**config.mk**
```make
export PLATFORM = sky130hd
export DESIGN_NAME = sprite_quad_setup_core
export DESIGN_NICKNAME = d
export VERILOG_FILES = /design/src/design/sqs_pkg.sv /design/src/design/sqs_front.sv /design/src/design/sqs_queue.sv /design/src/design/sqs_back.sv /design/src/design/sprite_quad_setup_core.sv
export VERILOG_INCLUDE_DIRS = /design/src /design/src/design
export SDC_FILE = /design/constraint.sdc
export NUM_CORES = 2
export LEC_CHECK = 0
export ABC_CLOCK_PERIOD_IN_PS = 18100
export BUFFER_PORTS_ARGS = -buffer_cell sky130_fd_sc_hd__clkbuf_2
export CAP_MARGIN = 20
export CELL_PAD_IN_SITES_DETAIL_PLACEMENT = 1
export CELL_PAD_IN_SITES_GLOBAL_PLACEMENT = 2
export CORE_AREA = 8 8 395 590
export CTS_BUF_LIST = sky130_fd_sc_hd__clkbuf_2
export DETAILED_ROUTE_END_ITERATION = 10
export DIE_AREA = 0 0 403 598
export GPL_TIMING_DRIVEN = 0
export HOLD_SLACK_MARGIN = 0.08
export PLACE_DENSITY = 0.83
export SLEW_MARGIN = 25
export SYNTH_ARGS = -nofsm -noshare
export SYNTH_HDL_FRONTEND = slang
export SYNTH_SLANG_ARGS = --single-unit
```
**constraint.sdc**
```tcl
create_clock -name clk_i -period 18.1 [get_ports clk_i]
set_input_delay 0.905 -clock clk_i [delete_from_list [all_inputs] [get_ports clk_i]]
set_output_delay 0.905 -clock clk_i [all_outputs]
set_load 0.03 [all_outputs]
```
**src/design/sprite_quad_setup_core_assert.svh**
```systemverilog
// ----------------------------------------------------------------------------
// Sprite quad setup: assertion macros
// Concurrent checks on clk_i with rst_ni, compiled out for synthesis.
// ----------------------------------------------------------------------------
`ifndef SPRITE_QUAD_SETUP_CORE_ASSERT_SVH
`define SPRITE_QUAD_SETUP_CORE_ASSERT_SVH
`ifndef SYNTHESIS
`define SQS_ASSERT(name, prop) \
  name: assert property (@(posedge clk_i) disable iff (!rst_ni) prop) \
    else $error("sprite quad setup check failed");
`define SQS_ASSERT_NEXT(name, ante, cons) \
  name: assert property (@(posedge clk_i) disable iff (!rst_ni) (ante) |=> (cons)) \
    else $error("sprite quad setup sequence check failed");
`else
`define SQS_ASSERT(name, prop)
`define SQS_ASSERT_NEXT(name, ante, cons)
`endif
`endif

```
**src/design/sqs_pkg.sv**
```systemverilog
// ----------------------------------------------------------------------------
// Sprite quad setup package
// Shared constants, codes, the job word passed from front to back, and helpers.
// ----------------------------------------------------------------------------
package sqs_pkg;

  localparam int CoordFracBits = 4;
  localparam int IndexBits     = 16;
  localparam int UvFracBits    = 16;
  localparam int AngleBits     = 16;
  localparam int QueueDepth    = 2;

  localparam logic [16:0] UvOne = 17'(1 << UvFracBits);

  typedef enum logic [2:0] {
    OP_XFORM     = 3'd0,
    OP_RECT_SRC  = 3'd1,
    OP_SRC_SIZED = 3'd2,
    OP_UNIT_UV   = 3'd3,
    OP_WHOLE_TEX = 3'd4
  } op_e;

  typedef enum logic [2:0] {
    CFG_COLOR = 3'd0,
    CFG_INV_W = 3'd1,
    CFG_INV_H = 3'd2,
    CFG_TEX_W = 3'd3,
    CFG_TEX_H = 3'd4
  } cfg_idx_e;

  typedef enum logic [1:0] {
    BK_IDLE,
    BK_CALC,
    BK_EMIT
  } back_state_e;

  typedef struct packed {
    op_e                op;
    logic signed [15:0] x0;
    logic signed [15:0] y0;
    logic signed [15:0] x2;
    logic signed [15:0] y2;
    logic signed [17:0] ofs_x;
    logic signed [17:0] ofs_y;
    logic [16:0]        zs;
    logic [16:0]        zc;
    logic               neg_s;
    logic               neg_c;
    logic signed [16:0] nox;
    logic signed [16:0] noy;
    logic signed [16:0] dx;
    logic signed [16:0] dy;
    logic [15:0]        scx;
    logic [15:0]        scy;
    logic [16:0]        upix0;
    logic [16:0]        upix1;
    logic [16:0]        vpix0;
    logic [16:0]        vpix1;
  } job_t;

  typedef struct packed {
    logic                 busy;
    logic [IndexBits-1:0] base;
  } back_status_t;

  function automatic logic signed [15:0] sat_coord(input logic signed [31:0] v);
    if (v > 32'sd32767) begin
      return 16'sh7FFF;
    end else if (v < -32'sd32768) begin
      return 16'sh8000;
    end
    return 16'(v);
  endfunction

endpackage

```
**src/design/sqs_front.sv**
```systemverilog
// ----------------------------------------------------------------------------
// Sprite quad setup: front end
// Accepts requests, drops unknown modes and prepares a job word: rectangle
// corners, sine arguments, pivot offsets and source pixel ends with flips.
// ----------------------------------------------------------------------------
module sqs_front (
  input  logic               in_valid_i,
  output logic               in_ready_o,
  input  logic [2:0]         op_i,
  input  logic signed [15:0] pos_x_i,
  input  logic signed [15:0] pos_y_i,
  input  logic signed [15:0] size_x_i,
  input  logic signed [15:0] size_y_i,
  input  logic signed [15:0] pivot_x_i,
  input  logic signed [15:0] pivot_y_i,
  input  logic [31:0]        src_origin_i,
  input  logic [31:0]        src_extent_i,
  input  logic [31:0]        scale_pair_i,
  input  logic [15:0]        angle_i,
  input  logic [1:0]         flips_i,
  input  logic [12:0]        tex_width_i,
  input  logic [12:0]        tex_height_i,
  input  logic               q_full_i,
  output logic               q_push_o,
  output sqs_pkg::job_t      job_o
);

  logic               op_ok;
  logic [1:0]         fl_eff;
  logic signed [21:0] dx_w, dy_w, x2_w, y2_w;
  logic [16:0]        u_lo, u_hi, v_lo, v_hi, vs0, vs1;
  logic [15:0]        ang_c;

  // Quarter-wave argument: position inside the quadrant in Q16, mirrored on
  // odd quadrants.
  function automatic logic [16:0] sine_arg(input logic [sqs_pkg::AngleBits-1:0] a);
    logic [16:0] z;
    z = 17'(a[sqs_pkg::AngleBits-3:0]) << (18 - sqs_pkg::AngleBits);
    if (a[sqs_pkg::AngleBits-2]) begin
      z = 17'h10000 - z;
    end
    return z;
  endfunction

  assign op_ok      = op_i inside {[sqs_pkg::OP_XFORM:sqs_pkg::OP_WHOLE_TEX]};
  assign in_ready_o = !q_full_i;
  assign q_push_o   = in_valid_i && !q_full_i && op_ok;
  assign ang_c      = angle_i + 16'(1 << (sqs_pkg::AngleBits - 2));

  always_comb begin
    case (op_i)
      sqs_pkg::OP_SRC_SIZED: begin
        dx_w = $signed(22'(src_extent_i[15:0]) << sqs_pkg::CoordFracBits);
        dy_w = $signed(22'(src_extent_i[31:16]) << sqs_pkg::CoordFracBits);
      end
      sqs_pkg::OP_WHOLE_TEX: begin
        dx_w = $signed(22'(tex_width_i) << sqs_pkg::CoordFracBits);
        dy_w = $signed(22'(tex_height_i) << sqs_pkg::CoordFracBits);
      end
      default: begin
        dx_w = 22'(size_x_i);
        dy_w = 22'(size_y_i);
      end
    endcase
    x2_w = 22'(pos_x_i) + dx_w;
    y2_w = 22'(pos_y_i) + dy_w;

    u_lo = 17'(src_origin_i[15:0]);
    u_hi = 17'(src_origin_i[15:0]) + 17'(src_extent_i[15:0]);
    v_lo = 17'(src_origin_i[31:16]);
    v_hi = 17'(src_origin_i[31:16]) + 17'(src_extent_i[31:16]);

    // The transform mode runs V from the bottom of the source area upwards.
    if (op_i == sqs_pkg::OP_XFORM) begin
      vs0 = v_hi;
      vs1 = v_lo;
    end else begin
      vs0 = v_lo;
      vs1 = v_hi;
    end

    if (op_i == sqs_pkg::OP_XFORM || op_i == sqs_pkg::OP_RECT_SRC) begin
      fl_eff = flips_i;
    end else begin
      fl_eff = 2'b00;
    end

    job_o.op    = sqs_pkg::op_e'(op_i);
    job_o.x0    = pos_x_i;
    job_o.y0    = pos_y_i;
    job_o.x2    = sqs_pkg::sat_coord(32'(x2_w));
    job_o.y2    = sqs_pkg::sat_coord(32'(y2_w));
    job_o.ofs_x = 18'(pos_x_i) + 18'(pivot_x_i);
    job_o.ofs_y = 18'(pos_y_i) + 18'(pivot_y_i);
    job_o.zs    = sine_arg(angle_i);
    job_o.zc    = sine_arg(ang_c);
    job_o.neg_s = angle_i[sqs_pkg::AngleBits-1];
    job_o.neg_c = ang_c[sqs_pkg::AngleBits-1];
    job_o.nox   = -17'(pivot_x_i);
    job_o.noy   = -17'(pivot_y_i);
    job_o.dx    = 17'(size_x_i) - 17'(pivot_x_i);
    job_o.dy    = 17'(size_y_i) - 17'(pivot_y_i);
    job_o.scx   = scale_pair_i[15:0];
    job_o.scy   = scale_pair_i[31:16];
    job_o.upix0 = fl_eff[0] ? u_hi : u_lo;
    job_o.upix1 = fl_eff[0] ? u_lo : u_hi;
    job_o.vpix0 = fl_eff[1] ? vs1 : vs0;
    job_o.vpix1 = fl_eff[1] ? vs0 : vs1;
  end

endmodule

```
**src/design/sqs_queue.sv**
```systemverilog
// ----------------------------------------------------------------------------
// Sprite quad setup: job queue
// Short FIFO between the front and back ends so each can stall on its own.
// ----------------------------------------------------------------------------
module sqs_queue (
  input  logic          clk_i,
  input  logic          rst_ni,
  input  logic          push_i,
  input  sqs_pkg::job_t job_i,
  output logic          full_o,
  input  logic          pop_i,
  output logic          empty_o,
  output sqs_pkg::job_t job_o
);

  localparam int PtrW = $clog2(sqs_pkg::QueueDepth);
  localparam int CntW = $clog2(sqs_pkg::QueueDepth + 1);

  sqs_pkg::job_t   slot_q [sqs_pkg::QueueDepth];
  logic [PtrW-1:0] wr_ptr_q, rd_ptr_q;
  logic [CntW-1:0] cnt_q;

  assign full_o  = cnt_q == CntW'(sqs_pkg::QueueDepth);
  assign empty_o = cnt_q == '0;
  assign job_o   = slot_q[rd_ptr_q];

  always_ff @(posedge clk_i or negedge rst_ni) begin
    if (!rst_ni) begin
      wr_ptr_q <= '0;
      rd_ptr_q <= '0;
      cnt_q    <= '0;
    end else begin
      if (push_i) begin
        wr_ptr_q <= PtrW'(wr_ptr_q + 1'b1);
      end
      if (pop_i) begin
        rd_ptr_q <= PtrW'(rd_ptr_q + 1'b1);
      end
      if (push_i && !pop_i) begin
        cnt_q <= CntW'(cnt_q + 1'b1);
      end else if (pop_i && !push_i) begin
        cnt_q <= CntW'(cnt_q - 1'b1);
      end
    end
  end

  always_ff @(posedge clk_i) begin
    if (push_i) begin
      slot_q[wr_ptr_q] <= job_i;
    end
  end

endmodule

```
**src/design/sqs_back.sv**
```systemverilog
// ----------------------------------------------------------------------------
// Sprite quad setup: back end
// Runs a job through the steps it needs (sine, scale, rotation, texture) of one
// shared registered multiplier, then sends four vertex and two triangle words.
// ----------------------------------------------------------------------------
module sqs_back (
  input  logic                  clk_i,
  input  logic                  rst_ni,
  input  logic                  q_empty_i,
  output logic                  q_pop_o,
  input  sqs_pkg::job_t         job_i,
  input  logic [31:0]           color_i,
  input  logic [16:0]           inv_w_i,
  input  logic [16:0]           inv_h_i,
  output logic                  out_valid_o,
  input  logic                  out_ready_i,
  output logic                  kind_o,
  output logic signed [15:0]    vert_x_o,
  output logic signed [15:0]    vert_y_o,
  output logic [16:0]           tex_u_o,
  output logic [16:0]           tex_v_o,
  output logic [31:0]           color_out_o,
  output logic [15:0]           index_a_o,
  output logic [15:0]           index_b_o,
  output logic [15:0]           index_c_o,
  output logic                  last_o,
  output sqs_pkg::back_status_t status_o
);

  localparam logic [4:0] StepSin   = 5'd0;
  localparam logic [4:0] StepScale = 5'd8;
  localparam logic [4:0] StepRot   = 5'd12;
  localparam logic [4:0] StepUv    = 5'd20;
  localparam logic [4:0] StepLast  = 5'd23;
  localparam logic [2:0] EmitTriA  = 3'd4;
  localparam logic [2:0] EmitTriB  = 3'd5;
  localparam int         IdxW      = sqs_pkg::IndexBits;

  sqs_pkg::back_state_e state_q, state_d;
  sqs_pkg::job_t        job_q;
  logic [4:0]           step_q, wb_step_q;
  logic                 wb_vld_q;
  logic [2:0]           emit_q;
  logic [IdxW-1:0]      base_q;

  logic signed [25:0]   a_m;
  logic signed [17:0]   b_m;
  logic signed [43:0]   p_q;

  logic [16:0]          z2s_q, z2c_q, ts_q, tc_q;
  logic signed [17:0]   sn_q, cs_q;
  logic signed [25:0]   lx_q, ly_q, lx2_q, ly2_q;
  logic signed [43:0]   cs_lx_q, cs_lx2_q, sn_ly_q, sn_ly2_q;
  logic signed [43:0]   sn_lx_q, sn_lx2_q, cs_ly_q, cs_ly2_q;
  logic [16:0]          u_q, v_q, u2_q, v2_q;

  logic                 out_valid_q, out_load, use_x2, use_y2;
  logic signed [44:0]   rot_x, rot_y;
  logic signed [15:0]   vx, vy;
  logic [IdxW-1:0]      ia, ib, ic;

  assign out_load = (state_q == sqs_pkg::BK_EMIT) && (!out_valid_q || out_ready_i);

  // Sequencer.
  always_comb begin
    state_d = state_q;
    q_pop_o = 1'b0;
    case (state_q)
      sqs_pkg::BK_IDLE: begin
        if (!q_empty_i) begin
          q_pop_o = 1'b1;
          if (job_i.op inside {sqs_pkg::OP_XFORM, sqs_pkg::OP_RECT_SRC,
                               sqs_pkg::OP_SRC_SIZED}) begin
            state_d = sqs_pkg::BK_CALC;
          end else begin
            state_d = sqs_pkg::BK_EMIT;
          end
        end
      end
      sqs_pkg::BK_CALC: begin
        if (step_q == StepLast) begin
          state_d = sqs_pkg::BK_EMIT;
        end
      end
      sqs_pkg::BK_EMIT: begin
        if (out_load && emit_q == EmitTriB) begin
          state_d = sqs_pkg::BK_IDLE;
        end
      end
      default: state_d = sqs_pkg::BK_IDLE;
    endcase
  end

  // Multiplier operands; each chain's result passes through the product register
  // and its write-back before use, so the sine and cosine chains are interleaved.
  always_comb begin
    case (step_q)
      StepSin:            begin a_m = 26'($signed({1'b0, job_q.zs})); b_m = $signed({1'b0, job_q.zs}); end
      StepSin + 5'd1:     begin a_m = 26'($signed({1'b0, job_q.zc})); b_m = $signed({1'b0, job_q.zc}); end
      StepSin + 5'd2:     begin a_m = 26'($signed({1'b0, z2s_q})); b_m = 18'sd4640; end
      StepSin + 5'd3:     begin a_m = 26'($signed({1'b0, z2c_q})); b_m = 18'sd4640; end
      StepSin + 5'd4:     begin a_m = 26'($signed({1'b0, z2s_q})); b_m = $signed({1'b0, ts_q}); end
      StepSin + 5'd5:     begin a_m = 26'($signed({1'b0, z2c_q})); b_m = $signed({1'b0, tc_q}); end
      StepSin + 5'd6:     begin a_m = 26'($signed({1'b0, job_q.zs})); b_m = $signed({1'b0, ts_q}); end
      StepSin + 5'd7:     begin a_m = 26'($signed({1'b0, job_q.zc})); b_m = $signed({1'b0, tc_q}); end
      StepScale:          begin a_m = 26'(job_q.nox); b_m = $signed({2'b0, job_q.scx}); end
      StepScale + 5'd1:   begin a_m = 26'(job_q.noy); b_m = $signed({2'b0, job_q.scy}); end
      StepScale + 5'd2:   begin a_m = 26'(job_q.dx);  b_m = $signed({2'b0, job_q.scx}); end
      StepScale + 5'd3:   begin a_m = 26'(job_q.dy);  b_m = $signed({2'b0, job_q.scy}); end
      StepRot:            begin a_m = lx_q;  b_m = cs_q; end
      StepRot + 5'd1:     begin a_m = lx2_q; b_m = cs_q; end
      StepRot + 5'd2:     begin a_m = ly_q;  b_m = sn_q; end
      StepRot + 5'd3:     begin a_m = ly2_q; b_m = sn_q; end
      StepRot + 5'd4:     begin a_m = lx_q;  b_m = sn_q; end
      StepRot + 5'd5:     begin a_m = lx2_q; b_m = sn_q; end
      StepRot + 5'd6:     begin a_m = ly_q;  b_m = cs_q; end
      StepRot + 5'd7:     begin a_m = ly2_q; b_m = cs_q; end
      StepUv:             begin a_m = 26'($signed({1'b0, job_q.upix0})); b_m = $signed({1'b0, inv_w_i}); end
      StepUv + 5'd1:      begin a_m = 26'($signed({1'b0, job_q.vpix0})); b_m = $signed({1'b0, inv_h_i}); end
      StepUv + 5'd2:      begin a_m = 26'($signed({1'b0, job_q.upix1})); b_m = $signed({1'b0, inv_w_i}); end
      default:            begin a_m = 26'($signed({1'b0, job_q.vpix1})); b_m = $signed({1'b0, inv_h_i}); end
    endcase
  end

  function automatic logic [16:0] uv_sat(input logic signed [43:0] p);
    if (p > 44'sd65536) begin
      return sqs_pkg::UvOne;
    end
    return 17'(p);
  endfunction

  always_ff @(posedge clk_i or negedge rst_ni) begin
    if (!rst_ni) begin
      state_q     <= sqs_pkg::BK_IDLE;
      step_q      <= '0;
      wb_vld_q    <= 1'b0;
      wb_step_q   <= '0;
      emit_q      <= '0;
      base_q      <= '0;
      out_valid_q <= 1'b0;
    end else begin
      state_q   <= state_d;
      wb_vld_q  <= state_q == sqs_pkg::BK_CALC;
      wb_step_q <= step_q;
      if (q_pop_o) begin
        step_q <= (job_i.op == sqs_pkg::OP_XFORM) ? StepSin : StepUv;
        emit_q <= '0;
      end else if (state_q == sqs_pkg::BK_CALC) begin
        step_q <= 5'(step_q + 1'b1);
      end else if (out_load) begin
        emit_q <= 3'(emit_q + 1'b1);
      end
      if (out_load && emit_q == EmitTriB) begin
        base_q <= IdxW'(base_q + IdxW'(4));
      end
      if (out_load) begin
        out_valid_q <= 1'b1;
      end else if (out_ready_i) begin
        out_valid_q <= 1'b0;
      end
    end
  end

  // Job load, product register and write-back of each step.
  always_ff @(posedge clk_i) begin
    p_q <= a_m * b_m;
    if (q_pop_o) begin
      job_q <= job_i;
      u_q   <= '0;
      v_q   <= '0;
      u2_q  <= sqs_pkg::UvOne;
      v2_q  <= sqs_pkg::UvOne;
    end else if (wb_vld_q) begin
      case (wb_step_q)
        StepSin:          z2s_q <= 17'(p_q >>> 16);
        StepSin + 5'd1:   z2c_q <= 17'(p_q >>> 16);
        StepSin + 5'd2:   ts_q  <= 17'd42048 - 17'(p_q >>> 16);
        StepSin + 5'd3:   tc_q  <= 17'd42048 - 17'(p_q >>> 16);
        StepSin + 5'd4:   ts_q  <= 17'd102944 - 17'(p_q >>> 16);
        StepSin + 5'd5:   tc_q  <= 17'd102944 - 17'(p_q >>> 16);
        StepSin + 5'd6:   sn_q  <= job_q.neg_s ? -18'(p_q >>> 16) : 18'(p_q >>> 16);
        StepSin + 5'd7:   cs_q  <= job_q.neg_c ? -18'(p_q >>> 16) : 18'(p_q >>> 16);
        StepScale:        lx_q  <= 26'((p_q + 44'sd128) >>> 8);
        StepScale + 5'd1: ly_q  <= 26'((p_q + 44'sd128) >>> 8);
        StepScale + 5'd2: lx2_q <= 26'((p_q + 44'sd128) >>> 8);
        StepScale + 5'd3: ly2_q <= 26'((p_q + 44'sd128) >>> 8);
        StepRot:          cs_lx_q  <= p_q;
        StepRot + 5'd1:   cs_lx2_q <= p_q;
        StepRot + 5'd2:   sn_ly_q  <= p_q;
        StepRot + 5'd3:   sn_ly2_q <= p_q;
        StepRot + 5'd4:   sn_lx_q  <= p_q;
        StepRot + 5'd5:   sn_lx2_q <= p_q;
        StepRot + 5'd6:   cs_ly_q  <= p_q;
        StepRot + 5'd7:   cs_ly2_q <= p_q;
        StepUv:           u_q  <= uv_sat(p_q);
        StepUv + 5'd1:    v_q  <= uv_sat(p_q);
        StepUv + 5'd2:    u2_q <= uv_sat(p_q);
        default:          v2_q <= uv_sat(p_q);
      endcase
    end
  end

  // Corner selection: corners run (x,y) (x,y2) (x2,y2) (x2,y).
  always_comb begin
    use_x2 = emit_q[1];
    use_y2 = emit_q[1] ^ emit_q[0];
    rot_x  = 45'(use_x2 ? cs_lx2_q : cs_lx_q) - 45'(use_y2 ? sn_ly2_q : sn_ly_q)
             + 45'sd32768;
    rot_y  = 45'(use_x2 ? sn_lx2_q : sn_lx_q) + 45'(use_y2 ? cs_ly2_q : cs_ly_q)
             + 45'sd32768;
    if (job_q.op == sqs_pkg::OP_XFORM) begin
      vx = sqs_pkg::sat_coord(32'(rot_x >>> 16) + 32'(job_q.ofs_x));
      vy = sqs_pkg::sat_coord(32'(rot_y >>> 16) + 32'(job_q.ofs_y));
    end else begin
      vx = use_x2 ? job_q.x2 : job_q.x0;
      vy = use_y2 ? job_q.y2 : job_q.y0;
    end
    if (emit_q == EmitTriA) begin
      ia = base_q;
      ib = IdxW'(base_q + IdxW'(1));
      ic = IdxW'(base_q + IdxW'(2));
    end else begin
      ia = IdxW'(base_q + IdxW'(2));
      ib = IdxW'(base_q + IdxW'(3));
      ic = base_q;
    end
  end

  always_ff @(posedge clk_i) begin
    if (out_load) begin
      if (emit_q < EmitTriA) begin
        kind_o      <= 1'b0;
        vert_x_o    <= vx;
        vert_y_o    <= vy;
        tex_u_o     <= use_x2 ? u2_q : u_q;
        tex_v_o     <= use_y2 ? v2_q : v_q;
        color_out_o <= color_i;
        index_a_o   <= '0;
        index_b_o   <= '0;
        index_c_o   <= '0;
        last_o      <= 1'b0;
      end else begin
        kind_o      <= 1'b1;
        vert_x_o    <= '0;
        vert_y_o    <= '0;
        tex_u_o     <= '0;
        tex_v_o     <= '0;
        color_out_o <= '0;
        index_a_o   <= 16'(ia);
        index_b_o   <= 16'(ib);
        index_c_o   <= 16'(ic);
        last_o      <= emit_q == EmitTriB;
      end
    end
  end

  assign out_valid_o   = out_valid_q;
  assign status_o.busy = state_q != sqs_pkg::BK_IDLE;
  assign status_o.base = base_q;

endmodule

```
**src/design/sprite_quad_setup_core.sv**
```systemverilog
// ----------------------------------------------------------------------------
// Sprite quad setup core
// Each sprite passes through the queue into the shared multiplier sequence
// (24 steps for transform sprites, 4 for source-area rectangles, none for
// unit-UV and whole-texture), then six result words at one per cycle unless
// the output stalls; the next job leaves the queue once the last word loads.
// Reset clears the vertex base, the queue, the configuration registers and all handshakes.
// ----------------------------------------------------------------------------
`include "sprite_quad_setup_core_assert.svh"

module sprite_quad_setup_core (
  input  logic               clk_i,
  input  logic               rst_ni,
  input  logic               cfg_we_i,
  input  logic [2:0]         cfg_idx_i,
  input  logic [31:0]        cfg_wdata_i,
  input  logic               in_valid_i,
  output logic               in_ready_o,
  input  logic [2:0]         op_i,
  input  logic signed [15:0] pos_x_i,
  input  logic signed [15:0] pos_y_i,
  input  logic signed [15:0] size_x_i,
  input  logic signed [15:0] size_y_i,
  input  logic signed [15:0] pivot_x_i,
  input  logic signed [15:0] pivot_y_i,
  input  logic [31:0]        src_origin_i,
  input  logic [31:0]        src_extent_i,
  input  logic [31:0]        scale_pair_i,
  input  logic [15:0]        angle_i,
  input  logic [1:0]         flips_i,
  output logic               out_valid_o,
  input  logic               out_ready_i,
  output logic               kind_o,
  output logic signed [15:0] vert_x_o,
  output logic signed [15:0] vert_y_o,
  output logic [16:0]        tex_u_o,
  output logic [16:0]        tex_v_o,
  output logic [31:0]        color_out_o,
  output logic [15:0]        index_a_o,
  output logic [15:0]        index_b_o,
  output logic [15:0]        index_c_o,
  output logic               last_o
);

  logic [31:0] color_q;
  logic [16:0] inv_w_q, inv_h_q;
  logic [12:0] tex_w_q, tex_h_q;

  logic                  q_push, q_pop, q_full, q_empty;
  sqs_pkg::job_t         job_in, job_out;
  sqs_pkg::back_status_t bk_status;

  always_ff @(posedge clk_i or negedge rst_ni) begin
    if (!rst_ni) begin
      color_q <= '0;
      inv_w_q <= '0;
      inv_h_q <= '0;
      tex_w_q <= '0;
      tex_h_q <= '0;
    end else if (cfg_we_i) begin
      case (sqs_pkg::cfg_idx_e'(cfg_idx_i))
        sqs_pkg::CFG_COLOR: color_q <= cfg_wdata_i;
        sqs_pkg::CFG_INV_W: inv_w_q <= cfg_wdata_i[16:0];
        sqs_pkg::CFG_INV_H: inv_h_q <= cfg_wdata_i[16:0];
        sqs_pkg::CFG_TEX_W: tex_w_q <= cfg_wdata_i[12:0];
        sqs_pkg::CFG_TEX_H: tex_h_q <= cfg_wdata_i[12:0];
        default: ;
      endcase
    end
  end

  sqs_front u_front (
    .in_valid_i   (in_valid_i),
    .in_ready_o   (in_ready_o),
    .op_i         (op_i),
    .pos_x_i      (pos_x_i),
    .pos_y_i      (pos_y_i),
    .size_x_i     (size_x_i),
    .size_y_i     (size_y_i),
    .pivot_x_i    (pivot_x_i),
    .pivot_y_i    (pivot_y_i),
    .src_origin_i (src_origin_i),
    .src_extent_i (src_extent_i),
    .scale_pair_i (scale_pair_i),
    .angle_i      (angle_i),
    .flips_i      (flips_i),
    .tex_width_i  (tex_w_q),
    .tex_height_i (tex_h_q),
    .q_full_i     (q_full),
    .q_push_o     (q_push),
    .job_o        (job_in)
  );

  sqs_queue u_queue (
    .clk_i   (clk_i),
    .rst_ni  (rst_ni),
    .push_i  (q_push),
    .job_i   (job_in),
    .full_o  (q_full),
    .pop_i   (q_pop),
    .empty_o (q_empty),
    .job_o   (job_out)
  );

  sqs_back u_back (
    .clk_i       (clk_i),
    .rst_ni      (rst_ni),
    .q_empty_i   (q_empty),
    .q_pop_o     (q_pop),
    .job_i       (job_out),
    .color_i     (color_q),
    .inv_w_i     (inv_w_q),
    .inv_h_i     (inv_h_q),
    .out_valid_o (out_valid_o),
    .out_ready_i (out_ready_i),
    .kind_o      (kind_o),
    .vert_x_o    (vert_x_o),
    .vert_y_o    (vert_y_o),
    .tex_u_o     (tex_u_o),
    .tex_v_o     (tex_v_o),
    .color_out_o (color_out_o),
    .index_a_o   (index_a_o),
    .index_b_o   (index_b_o),
    .index_c_o   (index_c_o),
    .last_o      (last_o),
    .status_o    (bk_status)
  );

  // The back end only takes a job that the queue holds.
  `SQS_ASSERT(a_pop_nonempty, q_pop |-> !q_empty)
  // Once the closing triangle word is loaded, the base has moved on by four.
  `SQS_ASSERT(a_base_step, out_valid_o && last_o |-> bk_status.base == 16'(index_c_o + 16'd4))
  // Taking a job always leaves the back end busy in the next cycle.
  `SQS_ASSERT_NEXT(a_busy_after_pop, q_pop, bk_status.busy)

endmodule
```
; ---- Word level (Yosys, flattened, before mapping)
; Memories as Yosys holds them, arrays and structs flattened.
; Cells that the tools add are included.
[word_totals]
regBits = 1256
ram_bits = 614
input_bits = 253
out_inout_bits = 150
wordCells = 346
n_memories = 1
[op_classes]
add_sub_neg = 33
multipliers = 1
order_cmp = 12
n_eq_ne = 63
muxes = 90
n_bitwise = 3
n_reduce_logical = 74
[mem_list]
columns = name, depth, word_bits, rd, rd_ports_with_merged_regs, wr, line
row1 = u_queue.slot_q, 2, 307, 1, 0, 1, sqs_queue.sv:19  ; sqs_pkg::job_t slot_q [sqs_pkg::QueueDepth];
[op_table]
columns = cell, count
row1 = 26-bit case mux with 15 select lines, 1
row2 = 16-bit 2-to-1 mux, 19
row3 = 17-bit 2-to-1 mux, 15
row4 = 45-bit 2-to-1 mux, 4
row5 = 18-bit case mux with 10 select lines, 1
row6 = "45-bit by 17-bit adder with 45-bit output, second input constant", 2
row7 = 22-bit case mux with 2 select lines, 2
row8 = "5-bit by 4-bit == test with 1-bit output, second input constant", 16
row9 = "5-bit == test, second input constant", 15
row10 = 16-bit by 16-bit adder with 17-bit output, 4
row11 = 17-bit case mux with 2 select lines, 2
row12 = "32-bit by 16-bit > comparator with 1-bit output, second input constant", 2
row13 = "32-bit by 16-bit < comparator with 1-bit output, second input constant", 2
row14 = 29-bit by 18-bit adder with 30-bit output, 2
row15 = 3-bit AND reduction, 19
row16 = 45-bit adder, 1
row17 = 45-bit subtractor, 1
row18 = 16-bit by 22-bit adder with 22-bit output, 2
row19 = "22-bit by 16-bit > comparator with 1-bit output, second input constant", 2
row20 = "44-bit by 18-bit > comparator with 1-bit output, second input constant", 1
row21 = "22-bit by 16-bit < comparator with 1-bit output, second input constant", 2
row22 = 26-bit by 18-bit multiplier with 44-bit output, 1
row23 = "5-bit by 3-bit == test with 1-bit output, second input constant", 8
row24 = 18-bit 2-to-1 mux, 2
row25 = other kinds (47), 150

; ---- Depth between registers and ports, before layout
[depth]
ltp_word = 11
depth_mapped = 39

; ---- Modules after synthesis
; From an unflattened synthesis, not the netlist that was laid out.
[hier_totals]
hier_cells = 8140
hier_area_um2 = 102714.8
[by_module_without_submodules]
columns = mod, instances, cells_each, area_per_inst_um2, seq_area_each_um2
row1 = sqs_back, 1, 5589, 66796.6, 32596.3
row2 = sqs_queue, 1, 971, 23147.2, 18537.8
row3 = sqs_front, 1, 1382, 9285.2, 0.0
row4 = sprite_quad_setup_core, 1, 198, 3485.8, 2302.2

; ---- Worst setup path after synthesis
; OpenSTA, ideal clock, no wires.
[synth_path]
path_kind = input port to flip-flop
startpoint = input port op_i[1]
endpoint = memory u_queue.slot_q[0][0] (netlist bit) (enable)
t_arrival_ns = 13.635
required_ns = 17.131
path_slack_ns = 3.496
path_stages = 3
cell_sequence = o21ai_0 > nand3_1 > nor2_1
[synth_between]
elab_chain_len = 5
elab_cells_between_ends = 6
[synth_rtl]
columns = element, line
row1 = from (decl), sprite_quad_setup_core.sv:19  ; input logic [2:0] op_i,
row2 = 3-bit by 1-bit >= comparator with 1-bit output / 3-bit <= comparator (equally long branches), sqs_front.sv:45  ; assign op_ok = op_i inside {[sqs_pkg::OP_XFORM:sqs_pkg::OP_WHOLE_TEX]};
row3 = 1-bit logical AND (*), sqs_front.sv:45
row4 = 1-bit logical AND (*), sqs_front.sv:47  ; assign q_push_o = in_valid_i && !q_full_i && op_ok;
row5 = 1-bit 2-to-1 mux (*), sqs_queue.sv:48  ; if (push_i) begin
row6 = 1-bit 2-to-1 mux (not written as such) (*), sqs_queue.sv:49  ; slot_q[wr_ptr_q] <= job_i;
row7 = to (decl), sqs_queue.sv:19
; Mark *: on every way between the ends. The rest lies on a longest branch, timed or not.

; ---- Worst setup path after layout
[layout_path]
startpoint = register u_back.emit_q[1]
endpoint = register u_back.vert_y_o[7] (data pin)
[layout_between]
elab_chain_len = 11
elab_cells_between_ends = 16
[layout_rtl]
columns = element, line
row1 = from (decl), sqs_back.sv:43  ; logic [2:0] emit_q;
row2 = from (signal assigned), sqs_back.sv:151  ; emit_q <= 3'(emit_q + 1'b1);
row3 = 1-bit bitwise XOR, sqs_back.sv:206  ; use_y2 = emit_q[1] ^ emit_q[0];
row4 = 45-bit 2-to-1 mux, sqs_back.sv:209  ; rot_y = 45'(use_x2 ? sn_lx2_q : sn_lx_q) + 45'(use_y2 ? cs_ly2_q : cs_ly_q)
row5 = 45-bit adder, sqs_back.sv:209
row6 = 45-bit by 17-bit adder with 45-bit output, sqs_back.sv:210  ; + 45'sd32768;
row7 = 29-bit by 18-bit adder with 30-bit output, sqs_back.sv:213  ; vy = sqs_pkg::sat_coord(32'(rot_y >>> 16) + 32'(job_q.ofs_y));
row8 = 32-bit by 16-bit < comparator with 1-bit output, sqs_pkg.sv:69  ; end else if (v < -32'sd32768) begin
row9 = 1-bit 2-to-1 mux, sqs_pkg.sv:69
row10 = 1-bit 2-to-1 mux, sqs_pkg.sv:67  ; if (v > 32'sd32767) begin
row11 = 1-bit 2-to-1 mux, sqs_back.sv:211  ; if (job_q.op == sqs_pkg::OP_XFORM) begin
row12 = 16-bit 2-to-1 mux, sqs_pkg.sv:72  ; return 16'(v);
row13 = 16-bit 2-to-1 mux, sqs_back.sv:211
row14 = to (signal assigned), sqs_back.sv:234  ; vert_y_o <= vy;
row15 = to (decl), sqs_back.sv:19  ; output logic signed [15:0] vert_y_o,
; Several ways; a longest one is shown, not always the timed one. The select of a mux whose other input is x is not followed.
; A chain may end at the register's enable or synchronous reset.

==> results.cfg <==
[clocking]
cts_sinks = 1817
clk_latency_ns = 1.74
cts_hold_repair.buffers = 428
postCtsResizedCells = 0
htreeDepth = 5
clock_tree.buffer_depth = 4
clock_tree.root_cell = sky130_fd_sc_hd__clkbuf_2
post_cts.repair.setup_buffers = 0
tritoncts = built
clock_buffers_created_by_tritoncts = 422
path_clk_slew_ns = 0.12

[worst_setup_path]
worst_path_arrival_time_ns = 14.57
timing.critical_path.slowest_cell_delay_ns = 0.81
r2r-start = u_back.emit_q[1]
crit_required_ns = 19.28
path_max_fanout = 10
r2r-end = u_back.vert_y_o[7]
critical-path-top-cell-by-count = sky130_fd_sc_hd__a21oi_1
timing.reg2reg.worst_path_depth = 39
regToRegSetupSlack_ns = 4.71
endpoint_kind = flip-flop
crit_path_top_delay_cell = sky130_fd_sc_hd__buf_1
timing_worst_setup_path_type = reg2reg
worst_setup_path_start_kind = flip-flop

[final_layout]
area.growth.synth_to_final_pct = 16.15
largest_register_ffs = 600
top_regs = u_queue.slot_q x600, u_back.job_q x300
layout.cells.most_common = sky130_fd_sc_hd__edfxtp_1
mostFrequentLayoutCells = sky130_fd_sc_hd__edfxtp_1, sky130_fd_sc_hd__clkbuf_2, sky130_fd_sc_hd__nand2_1
finalNonFillerCells = 12660
registers.top_by_ff_count = u_queue.slot_q
final_layout_size_suffix_gt1_frac = 0.1997
num-nets-final = 10590
layout.filler_cells = 23500

[logic_synthesis]
synth_warnings = 0
post_synthesis_register_bit_count = 1817
post_synthesis_cell_area_um2 = 100400
synth_edf_count = 1578
yosys.area.top_type_share = 0.4722
synth-async-reset-ratio = 0.06990
ys_types = 99
synth_flop_cell = sky130_fd_sc_hd__edfxtp_1
ys_seq_area_frac = 0.5262
synthDominantAreaCellType = sky130_fd_sc_hd__edfxtp_1
netlist_top_cells_area = sky130_fd_sc_hd__edfxtp_1, sky130_fd_sc_hd__fa_1, sky130_fd_sc_hd__ha_1
syn_inst = 8024
syn-mean-instance-area_um2 = 12.51

[sta]
setup_viol_count_final = 0
rsz0062_at_grt = false
clock_skew_ns = 0.2943
fin_setup_tns_ns = 0
timing.max_slew.rel_slack = 0.2273
timing_max_transition_violations_final = 0
final_period_minus_worst_setup_slack_ns = 13.39
final_hold_viol_count = 0
clock.fmax_mhz = 74.70
worst_slew_pin_slew_ns = 1.159
layout_worst_path_cycle_share = 0.7396

[global_routing]
grt_antenna_before_repair = 40
wire_length_of_the_first_global_routing_pass_mm = 523.2
grt_max_degree = 72
track_usage = 0.2942
grt-ovfl-total = 0
first_global_vias = 78470

[place]
gp_congestion = 0.9483
io_buffers = 400
detailedPlacementHpwl_mm = 278.7
post-place-cells = 11430

[route]
route.detailed.wl_per_inst_um = 28.65
ant_nets = 0
wirelength_mm = 362.7
initialDrtViolationCount = 5075
viasPerCell = 5.655
drcViolationCount = 0
drt_first_pass_iters = 8
route.vias.total = 71570

[floorplanning]
fp.coreArea_um2 = 223900
top_level_ports = 403
starting_density_of_the_core = 0.4483
die-height_um = 598
placement_rows = 213
die_width_um = 403
design.die.area_um2 = 241000

[worst_hold_path]
timing.hold.worst.class = in2reg
worst_hold_path.endpoint = inv_w_q[16]
holdCritStartpoint = cfg_wdata_i[16]
hold_depth = 3

[job]
max_cap_violations = 0

[outcome]
run_status = completed
-- critical path, delay by kind of cell, from the launching register on --
family | cells | cell delay, ns
buffers and inverters | 12 | 5.09
adders and majority gates | 4 | 1.32
xor gates and xnor gates | 1 | 0.12
AOI/OAI and AO/OA | 15 | 4.40
DFF | 1 | 0.39
muxes | 1 | 0.19
and+or+nand+nor | 6 | 1.28
-- cells by family (layout without fill, tap and decap cells) --
logic type,Yosys count,in the layout,synth area share
AND/OR/NAND/NOR,1962,1962,0.09012
multiplexers,675,675,0.07412
XOR/XNOR,360,360,0.03142
other,1,34,0.00003737
adder cells (fa/ha/maj),959,959,0.1546
flip-flops,1817,1817,0.5262
AO/OA/AOI/OAI,1178,1178,0.08086
buffers and inverters,1072,2770,0.04267
-- per-layer routing --
| metal | GRT usage | up-vias | share of wire |
|---|---|---|---|
| met3 | 0.04854 | 860 | 0.059 |
| met4 | 0.1797 | 16 | 0.070 |
| li1 | - | 31510 | - |
| met5 | 0 | - | 0.00026 |
| met2 | 0.5273 | 2707 | 0.51 |
| met1 | 0.3264 | 36490 | 0.36 |
-- synthesized netlist by cell type (46+ instances only) --
cell type	instances
sky130_fd_sc_hd__clkbuf_1	207
sky130_fd_sc_hd__nand4_1	49
sky130_fd_sc_hd__dfxtp_1	112
sky130_fd_sc_hd__a21oi_1	309
sky130_fd_sc_hd__buf_2	48
sky130_fd_sc_hd__dfrtp_1	127
sky130_fd_sc_hd__xor2_1	94
sky130_fd_sc_hd__nor2b_1	125
sky130_fd_sc_hd__nor2_1	486
sky130_fd_sc_hd__a221oi_1	46
sky130_fd_sc_hd__a21o_1	99
sky130_fd_sc_hd__and3_1	52
sky130_fd_sc_hd__a22o_1	59
sky130_fd_sc_hd__mux2i_1	130
sky130_fd_sc_hd__xnor2_1	266
sky130_fd_sc_hd__inv_1	744
sky130_fd_sc_hd__nand2_1	752
sky130_fd_sc_hd__nand3_1	92
sky130_fd_sc_hd__a22oi_1	88
sky130_fd_sc_hd__nand2b_1	80
sky130_fd_sc_hd__nor3_1	106
sky130_fd_sc_hd__o21ai_0	176
sky130_fd_sc_hd__and2_1	71
sky130_fd_sc_hd__or3_1	48
sky130_fd_sc_hd__ha_1	491
sky130_fd_sc_hd__mux2_2	545
sky130_fd_sc_hd__edfxtp_1	1578
sky130_fd_sc_hd__fa_1	468
-- area by class of cell --
class | count | area [um2] | share of cell area
Inverter | 744 | 2793 | 0.02396
Buffer | 328 | 1503 | 0.01289
Clock inverter | 170 | 1010 | 0.008663
Tap cell | 2902 | 3631 | 0.03115
Timing Repair Buffer | 929 | 8065 | 0.06920
Sequential cell | 1817 | 52820 | 0.4532
Clock buffer | 599 | 2998 | 0.02572
Multi-Input combinational cell | 5136 | 43660 | 0.3746
Antenna cell | 32 | 80.08 | 0.0006870
-- worst max-delay path by stage --
| stage | startpoint | end | slack (ns) | depth (start not counted) |
|---|---|---|---|---|
| 2_1_floorplan | op_i[1] | u_queue.slot_q[0][0] | 3.50 | 3 |
| 3_3_place_gp | op_i[1] | u_queue.slot_q[0][84] | -4.56 | 4 |
| 3_5_place_dp | u_back.emit_q[1] | u_back.vert_y_o[7] | 4.77 | 39 |
| 4_1_cts | u_back.emit_q[1] | u_back.vert_y_o[7] | 4.57 | 39 |
| 5_1_grt | u_back.emit_q[1] | u_back.vert_y_o[7] | 3.97 | 38 |
| 6_report | u_back.emit_q[1] | u_back.vert_y_o[7] | 4.71 | 39 |
-- per-stage QoR --
stage | hold WS (ns) | utilization | area [um2] | setup WS, ns
after detailed placement | 0.4473 | 0.4831 | 108200 | 4.767
after CTS | 0.08034 | 0.5201 | 116400 | 4.575
after floorplan | 0.3857 | - | 100400 | 3.496
final | 0.1960 | 0.5207 | 116600 | 4.713
after global routing | 0.1287 | 0.5204 | 116500 | 3.968
after global placement | 0.4412 | 0.4735 | 106000 | -4.558
Power is left out: the tool's default activity adds up to more than one toggle a clock period on the data nets, which glitch-free logic cannot reach.
